--- src/hw/rtl/gmn_pkg.sv ---
`default_nettype none
package gmn_pkg;

    // norm_mode codes; code 3 decodes on bit 1 and acts as infinity
    localparam logic [1:0] NORM_L1  = 2'd0;
    localparam logic [1:0] NORM_L2  = 2'd1;
    localparam logic [1:0] NORM_INF = 2'd2;
    localparam logic [1:0] NORM_RESET = NORM_L2;

    localparam int GRAD_W    = 8;
    localparam int RAD_W     = 18;  // x*x + y*y < 2^17, padded to an even width
    localparam int ROOT_W    = RAD_W / 2;
    localparam int REM_W     = ROOT_W + 2;
    localparam int NUM_CELLS = ROOT_W;

    localparam logic [GRAD_W-1:0] MAG_MAX = 8'd255;

    typedef struct packed {
        logic [RAD_W-1:0]  rad;      // radicand, consumed two bits per cell from the top
        logic [REM_W-1:0]  rem;
        logic [ROOT_W-1:0] root;
        logic              use_root; // L2 selected for this beat
        logic [GRAD_W-1:0] alt;      // L1 or infinity result, already saturated
    } t_stage;

endpackage
`default_nettype wire

--- src/hw/rtl/gmn_if.sv ---
`default_nettype none
interface gmn_pix_if;
    logic       valid;
    logic       ready;
    logic [7:0] grad_x;
    logic [7:0] grad_y;
    modport source (output valid, output grad_x, output grad_y, input ready);
    modport sink   (input valid, input grad_x, input grad_y, output ready);
endinterface

interface gmn_cfg_if;
    logic       valid;
    logic       ready;
    logic [1:0] norm_mode;
    modport source (output valid, output norm_mode, input ready);
    modport sink   (input valid, input norm_mode, output ready);
endinterface

interface gmn_mag_if;
    logic       valid;
    logic       ready;
    logic [7:0] mag;
    modport source (output valid, output mag, input ready);
    modport sink   (input valid, input mag, output ready);
endinterface
`default_nettype wire

--- src/hw/rtl/gmn_front.sv ---
`default_nettype none
module gmn_front (
    input  wire logic                       i_clk,
    input  wire logic                       i_rst_n,
    input  wire logic                       i_en,
    input  wire logic                       i_valid,
    input  wire logic [gmn_pkg::GRAD_W-1:0] i_grad_x,
    input  wire logic [gmn_pkg::GRAD_W-1:0] i_grad_y,
    input  wire logic [1:0]                 i_norm_mode,
    output logic                            o_valid,
    output gmn_pkg::t_stage                 o_stage
);

    logic [2*gmn_pkg::GRAD_W-1:0] sq_x;
    logic [2*gmn_pkg::GRAD_W-1:0] sq_y;
    logic [gmn_pkg::GRAD_W:0]     l1_sum;
    logic [gmn_pkg::GRAD_W-1:0]   l1_sat;
    logic [gmn_pkg::GRAD_W-1:0]   inf_max;
    gmn_pkg::t_stage              n_stage;
    logic                         r_valid;
    gmn_pkg::t_stage              r_stage;

    always_comb begin
        sq_x    = i_grad_x * i_grad_x;
        sq_y    = i_grad_y * i_grad_y;
        l1_sum  = {1'b0, i_grad_x} + {1'b0, i_grad_y};
        l1_sat  = l1_sum[gmn_pkg::GRAD_W] ? gmn_pkg::MAG_MAX : l1_sum[gmn_pkg::GRAD_W-1:0];
        inf_max = (i_grad_x > i_grad_y) ? i_grad_x : i_grad_y;

        n_stage.rad      = gmn_pkg::RAD_W'({1'b0, sq_x} + {1'b0, sq_y});
        n_stage.rem      = '0;
        n_stage.root     = '0;
        n_stage.use_root = (i_norm_mode == gmn_pkg::NORM_L2);
        n_stage.alt      = i_norm_mode[1] ? inf_max : l1_sat;
    end

    always_ff @(posedge i_clk) begin
        if (!i_rst_n) begin
            r_valid <= 1'b0;
        end else if (i_en) begin
            r_valid <= i_valid;
        end
    end

    always_ff @(posedge i_clk) begin
        if (i_en) begin
            r_stage <= n_stage;
        end
    end

    assign o_valid = r_valid;
    assign o_stage = r_stage;

endmodule
`default_nettype wire

--- src/hw/rtl/gmn_sqrt_cell.sv ---
`default_nettype none
module gmn_sqrt_cell (
    input  wire logic            i_clk,
    input  wire logic            i_rst_n,
    input  wire logic            i_en,
    input  wire logic            i_valid,
    input  wire gmn_pkg::t_stage i_stage,
    output logic                 o_valid,
    output gmn_pkg::t_stage      o_stage
);

    localparam int WIDE_W = gmn_pkg::REM_W + 2;

    logic [WIDE_W-1:0] rem_sh;
    logic [WIDE_W-1:0] trial;
    logic [WIDE_W-1:0] diff;
    logic              take;
    gmn_pkg::t_stage   n_stage;
    logic              r_valid;
    gmn_pkg::t_stage   r_stage;

    // One restoring step: bring down the next radicand pair, try root*4+1.
    always_comb begin
        rem_sh = {i_stage.rem, i_stage.rad[gmn_pkg::RAD_W-1 -: 2]};
        trial  = WIDE_W'({i_stage.root, 2'b01});
        take   = (rem_sh >= trial);
        diff   = take ? (rem_sh - trial) : rem_sh;

        n_stage          = i_stage;
        n_stage.rad      = {i_stage.rad[gmn_pkg::RAD_W-3:0], 2'b00};
        n_stage.rem      = diff[gmn_pkg::REM_W-1:0];
        n_stage.root     = {i_stage.root[gmn_pkg::ROOT_W-2:0], take};
    end

    always_ff @(posedge i_clk) begin
        if (!i_rst_n) begin
            r_valid <= 1'b0;
        end else if (i_en) begin
            r_valid <= i_valid;
        end
    end

    always_ff @(posedge i_clk) begin
        if (i_en) begin
            r_stage <= n_stage;
        end
    end

    assign o_valid = r_valid;
    assign o_stage = r_stage;

endmodule
`default_nettype wire

--- src/hw/rtl/gradient_magnitude_norm.sv ---
// Channel  | Dir | Payload                   | Beat taken when
// i_pix    | in  | grad_x[7:0], grad_y[7:0]  | valid && ready
// i_cfg    | in  | norm_mode[1:0]            | valid && ready (ready held high)
// o_mag    | out | mag[7:0]                  | valid && ready
//
// One pixel per cycle while o_mag does not stall; each result passes through
// 11 registers: front stage (squares, L1, max), nine square-root cells (one root
// bit each), output register.
// The norm is sampled per beat at the input and travels with it.
// A stall at o_mag freezes the whole chain; i_pix.ready follows it.
// Reset (synchronous, active low) empties the chain and sets L2.
`default_nettype none
module gradient_magnitude_norm (
    input  wire logic  i_clk,
    input  wire logic  i_rst_n,
    gmn_pix_if.sink    i_pix,
    gmn_cfg_if.sink    i_cfg,
    gmn_mag_if.source  o_mag
);

    localparam int N = gmn_pkg::NUM_CELLS;

    logic [1:0]                 r_mode;
    logic                       en;
    logic [N:0]                 chain_valid;
    gmn_pkg::t_stage            chain_stage [N+1];
    gmn_pkg::t_stage            last;
    logic [gmn_pkg::GRAD_W-1:0] n_mag;
    logic                       r_out_valid;
    logic [gmn_pkg::GRAD_W-1:0] r_out_mag;

    always_ff @(posedge i_clk) begin
        if (!i_rst_n) begin
            r_mode <= gmn_pkg::NORM_RESET;
        end else if (i_cfg.valid && i_cfg.ready) begin
            r_mode <= i_cfg.norm_mode;
        end
    end

    assign i_cfg.ready = 1'b1;

    assign en          = !r_out_valid || o_mag.ready;
    assign i_pix.ready = en;

    gmn_front u_front (
        .i_clk       (i_clk),
        .i_rst_n     (i_rst_n),
        .i_en        (en),
        .i_valid     (i_pix.valid),
        .i_grad_x    (i_pix.grad_x),
        .i_grad_y    (i_pix.grad_y),
        .i_norm_mode (r_mode),
        .o_valid     (chain_valid[0]),
        .o_stage     (chain_stage[0])
    );

    for (genvar g = 0; g < N; g++) begin : g_cell
        gmn_sqrt_cell u_cell (
            .i_clk   (i_clk),
            .i_rst_n (i_rst_n),
            .i_en    (en),
            .i_valid (chain_valid[g]),
            .i_stage (chain_stage[g]),
            .o_valid (chain_valid[g+1]),
            .o_stage (chain_stage[g+1])
        );
    end

    always_comb begin
        last = chain_stage[N];
        if (last.use_root) begin
            n_mag = last.root[gmn_pkg::ROOT_W-1] ? gmn_pkg::MAG_MAX
                                                 : last.root[gmn_pkg::GRAD_W-1:0];
        end else begin
            n_mag = last.alt;
        end
    end

    always_ff @(posedge i_clk) begin
        if (!i_rst_n) begin
            r_out_valid <= 1'b0;
        end else if (en) begin
            r_out_valid <= chain_valid[N];
        end
    end

    always_ff @(posedge i_clk) begin
        if (en) begin
            r_out_mag <= n_mag;
        end
    end

    assign o_mag.valid = r_out_valid;
    assign o_mag.mag   = r_out_mag;

endmodule
`default_nettype wire

--- src/flat_wrapper.sv ---
// flat-port wrapper written by rule: the top's interface ports become plain ports
module gradient_magnitude_norm_flat 
  (i_clk, i_rst_n, i_pix_valid, i_pix_grad_x, i_pix_grad_y, i_pix_ready, i_cfg_valid, i_cfg_norm_mode, i_cfg_ready, o_mag_valid, o_mag_mag, o_mag_ready);
  gmn_pix_if i_pix_i ();
  gmn_cfg_if i_cfg_i ();
  gmn_mag_if o_mag_i ();
  input  wire logic i_clk;
  input  wire logic i_rst_n;
  input wire logic [$bits(i_pix_i.valid)-1:0] i_pix_valid;
  input wire logic [$bits(i_pix_i.grad_x)-1:0] i_pix_grad_x;
  input wire logic [$bits(i_pix_i.grad_y)-1:0] i_pix_grad_y;
  output wire logic [$bits(i_pix_i.ready)-1:0] i_pix_ready;
  input wire logic [$bits(i_cfg_i.valid)-1:0] i_cfg_valid;
  input wire logic [$bits(i_cfg_i.norm_mode)-1:0] i_cfg_norm_mode;
  output wire logic [$bits(i_cfg_i.ready)-1:0] i_cfg_ready;
  output wire logic [$bits(o_mag_i.valid)-1:0] o_mag_valid;
  output wire logic [$bits(o_mag_i.mag)-1:0] o_mag_mag;
  input wire logic [$bits(o_mag_i.ready)-1:0] o_mag_ready;
  assign i_pix_i.valid = i_pix_valid;
  assign i_pix_i.grad_x = i_pix_grad_x;
  assign i_pix_i.grad_y = i_pix_grad_y;
  assign i_pix_ready = i_pix_i.ready;
  assign i_cfg_i.valid = i_cfg_valid;
  assign i_cfg_i.norm_mode = i_cfg_norm_mode;
  assign i_cfg_ready = i_cfg_i.ready;
  assign o_mag_valid = o_mag_i.valid;
  assign o_mag_mag = o_mag_i.mag;
  assign o_mag_i.ready = o_mag_ready;
  gradient_magnitude_norm u_core (.i_clk(i_clk), .i_rst_n(i_rst_n), .i_pix(i_pix_i), .i_cfg(i_cfg_i), .o_mag(o_mag_i));
endmodule
--- config.mk ---
export PLATFORM = sky130hd
export DESIGN_NAME = gradient_magnitude_norm_flat
export DESIGN_NICKNAME = d
export VERILOG_FILES = /design/src/hw/rtl/gmn_pkg.sv /design/src/hw/rtl/gmn_if.sv /design/src/hw/rtl/gmn_front.sv /design/src/hw/rtl/gmn_sqrt_cell.sv /design/src/hw/rtl/gradient_magnitude_norm.sv /design/src/flat_wrapper.sv
export SDC_FILE = /design/constraint.sdc
export NUM_CORES = 1
export LEC_CHECK = 0
export BUFFER_PORTS_ARGS = -buffer_cell sky130_fd_sc_hd__clkbuf_2
export CAP_MARGIN = 15
export CORE_MARGIN = 8
export CORE_UTILIZATION = 46
export DETAILED_ROUTE_END_ITERATION = 8
export SLEW_MARGIN = 10
export SYNTH_ARGS = -nofsm -noshare
export SYNTH_HDL_FRONTEND = slang
export SYNTH_SLANG_ARGS = --single-unit
--- constraint.sdc ---
create_clock -name i_clk -period 26.7 [get_ports i_clk]
set_clock_uncertainty 0.15 [all_clocks]
set_input_delay 1.335 -clock i_clk [delete_from_list [all_inputs] [get_ports i_clk]]
set_output_delay 1.335 -clock i_clk [all_outputs]
set_load 0.005 [all_outputs]
==> metrics.csv <==
stage;metric;value;unit
layout;syn_to_final_growth;10.5;%
power;finalPower;2.12;mW
sta;drv_slew;0;
layout;mostFrequentLayoutCells;edfxtp_1 (308), inv_1 (184), ha_1 (124), nand2_1 (91), fa_1 (77);
setup_path;critPathKind;input port to register;
route;vias;9701;
layout;antennaDiodeCount;0;
power;internal-power;1.41;mW
setup_path;arrival;6.72;ns
power;power.net_switching;0.714;mW
layout;multi_input_area;6720;sq um
sta;fin_crit_sh;24.7;%
sta;tns;0;ns
setup_path;cp_cell_sequence;clkbuf_2 -> clkinv_1 -> nor2_1 -> fa_1 -> fa_1 -> fa_1 -> fa_1 -> fa_1 -> inv_1 -> fa_1 -> inv_1 -> ha_1 -> o21a_1 -> o211ai_1 -> o21bai_1 -> a211oi_1 -> a311o_1;
power;p_sw_share;33.6;%
setup_path;crit_path_top_delay_cell;fa_1;
setup_path;cp_max_fo;9;
route;detail-route-antenna-nets;0;
synth;syn-cell-area;17000;sq um
synth;ys_ff_latch;321;
synth;synthCells;1329;
clock_tree;cts_tree;done;
global_route;overflow;0;
synth;synth_warnings;0;
placed_design;dpl.hpwl;19200;microns
clock_tree;cts_buffers;36;
layout;regArea;9510;sq um
synth;yosysUniqueCellTypes;68;
floorplan;rows;70;
clock_tree;cts.repair.resized;0;
synth;yosysTopAreaCellShare;54.3;%
route;drt_iter0_drc;557;
route;drt-total-wl;27200;microns
sta;grt_setup_unrepaired;false;
sta;max_slew_margin;29.4;%
power;power.share.clock;21.4;%
min_path;hp-class;register to register;
synth;synth_edf_count;308;
synth;synth_flop_cell;edfxtp_1;
layout;drive_above_1_share;7.03;%
route;post_drt_wl_per_cell;14.5;microns
placed_design;place.gp.congestion;0.813;
setup_path;critPathMaxStageDelay;0.55;ns
floorplan;fp.coreArea;36500;sq um
power;combPwrFrac;38.4;%
power;p_leak;7.80;nW
route;drtPass1Iterations;5;
route;drc;0;
synth;ys_seq_area_share;55.8;%
setup_path;cp-end-kind;register;
clock_tree;worstSkewPairLatency;0.52;ns
sta;layout_min_cycle_time;6.60;ns
clock_tree;postCtsSetupRepairBufs;0;
job;maxCapViolCount;0;
clock_tree;cts_sinks;321;
synth;avgSynthCellArea;12.8;sq um
floorplan;initial_core_util;46.7;%
power;ir_drop;0.135;mV
global_route;first_global_vias;9715;
global_route;grt_max_degree;190;
clock_tree;cts_hold_buffers;0;
power;seqPwrFrac;40.2;%
sta;worst_pin_slew;1.06;ns
clock_tree;path_clk_slew;0.06;ns
placed_design;io_buffers;32;
global_route;grt_antenna_before_repair;0;
floorplan;die-width;208;microns
power;p_per_area;113;nW/um^2
status;status;complete, no violations;
synth;ys_top_cells_by_area;edfxtp_1 (54%), ha_1 (9.1%), fa_1 (9.0%), inv_1 (4.1%), nand2_1 (2.0%);
clock_tree;htreeDepth;2;
synth;syn_nets;1553;
setup_path;crit_path_frequent_cell;fa_1;
setup_path;worst_setup_path_start_kind;input port;
floorplan;num_io_pins;34;
synth;synth_top_area_cell;edfxtp_1;
layout;final_common_cell;edfxtp_1;
sta;finalHoldViolations;0;
clock_tree;root_buffer;clkbuf_16;
floorplan;die_y;208;microns
global_route;track_usage;12.5;%
floorplan;fp.dieArea;43500;sq um
route;avgViaCountPerCell;5.17;
synth;async_reset_ff_share;0;%
sta;fmax;151;MHz
global_route;grt_first_pass_wirelength;45700;microns
sta;setup_viol_count_final;0;
layout;fillers;3105;
layout;nets;1604;
setup_path;critPathRequiredTime;26.81;ns
clock_tree;clockBufferDepth;3;
sequential cells by signal, summed over array words and instances (netlist names):
name	cells
u_core.g_cell.u_cell.o_stage	274
u_core.u_front.o_stage	26
u_core.g_cell.u_cell.o_valid	9
u_core.o_mag.mag	8
u_core.r_mode	2
u_core.o_mag.valid	1
u_core.u_front.o_valid	1
Yosys cell counts (4+ instances only):
| cell | instances |
|---|---|
| fa_1 | 77 |
| nand2b_1 | 11 |
| inv_2 | 5 |
| nand3_1 | 19 |
| dfxtp_1 | 13 |
| a21boi_0 | 11 |
| nand2_1 | 91 |
| o21a_1 | 23 |
| o22a_1 | 8 |
| and2_1 | 19 |
| o21ai_1 | 20 |
| o31a_1 | 4 |
| xor2_1 | 33 |
| a21o_1 | 6 |
| nor2_1 | 76 |
| edfxtp_1 | 308 |
| o211ai_1 | 11 |
| nand4_1 | 10 |
| nor3_1 | 20 |
| o22ai_1 | 6 |
| mux2i_1 | 10 |
| clkbuf_1 | 13 |
| a31oi_1 | 7 |
| nor2b_1 | 16 |
| nor4_1 | 9 |
| ha_1 | 124 |
| buf_2 | 5 |
| inv_1 | 185 |
| o21ai_0 | 33 |
| mux2_1 | 4 |
| o21bai_1 | 4 |
| or4_1 | 6 |
| or3_1 | 9 |
| o31ai_1 | 10 |
| a21oi_1 | 39 |
| a32oi_1 | 6 |
| a211oi_1 | 10 |
| xnor2_1 | 29 |
path summary, 6_finish.rpt:
check / start / to / slack, ns / cells past startpoint
worst min-delay path: u_core.g_cell[2].u_cell.o_stage[41] / u_core.g_cell[3].u_cell.o_stage[43] / 0.26 / 0
worst min register to register: u_core.g_cell[2].u_cell.o_stage[41] / u_core.g_cell[3].u_cell.o_stage[43] / 0.26 / 0
worst max-delay path: i_pix_grad_y[1] / u_core.u_front.o_stage[43] / 20.10 / 17
worst max register to register: u_core.o_mag.valid / u_core.o_mag.mag[4] / 23.73 / 3
per-layer routing:
metal	wire (microns)	GRT usage [%]
met5	0	0
met4	665	4.33
met3	1180	2.19
met2	14000	22.2
met1	11300	15.0
cells by family (layout without fill, tap and decap cells):
logic type                 Yosys count  count (layout)  share of synthesized area, %
muxes                               14              14                         0.852
other                                2               2                        0.0441
DFF                                321             321                          55.8
and+or+nand+nor                    305             305                          8.96
adders and majority gates          201             201                          18.1
xor gates and xnor gates            62              62                          3.19
buffers and inverters              212             291                          4.77
AOI/OAI and AO/OA                  212             212                          8.26
power groups by stage:
stage	Combinational (mW)	Sequential (mW)	Clock (mW)
2_1_floorplan	0.662	0.840	0
4_1_cts	0.826	0.856	0.471
5_1_grt	0.938	0.873	0.490
3_5_place_dp	0.820	0.866	0
6_report	0.816	0.855	0.454
3_3_place_gp	0.800	0.860	0
stage by stage:
| step | hold WS (ns) | setup WS, ns | std cells | utilization, % | cell area (sq um) |
|---|---|---|---|---|---|
| global route | 0.264 | 19.81 | 1876 | 51.6 | 18800 |
| finish | 0.262 | 20.10 | 1876 | 51.6 | 18800 |
| floorplan | 0.250 | 15.21 | 1329 | - | 17000 |
| detailed placement | 0.255 | 19.55 | 1810 | 48.5 | 17700 |
| CTS | 0.254 | 20.09 | 1876 | 51.6 | 18800 |
| global placement | 0.251 | 19.68 | 1810 | 48.5 | 17700 |
layout make-up:
| class | count | area share [%] |
|---|---|---|
| Sequential cell | 321 | 50.5 |
| Multi-Input combinational cell | 796 | 35.7 |
| Clock buffer | 47 | 5.00 |
| Inverter | 192 | 3.87 |
| Tap cell | 468 | 3.11 |
| Timing Repair Buffer | 33 | 0.957 |
| Clock inverter | 19 | 0.877 |
worst max-delay path, delay by kind of cell:
kind | cells | cell delay, ns
and+or+nand+nor | 1 | 0.31
adders and majority gates | 7 | 3.44
buffers and inverters | 4 | 0.51
AOI/OAI and AO/OA | 5 | 1.12
Note: power is estimated with default switching activity, not from simulation.
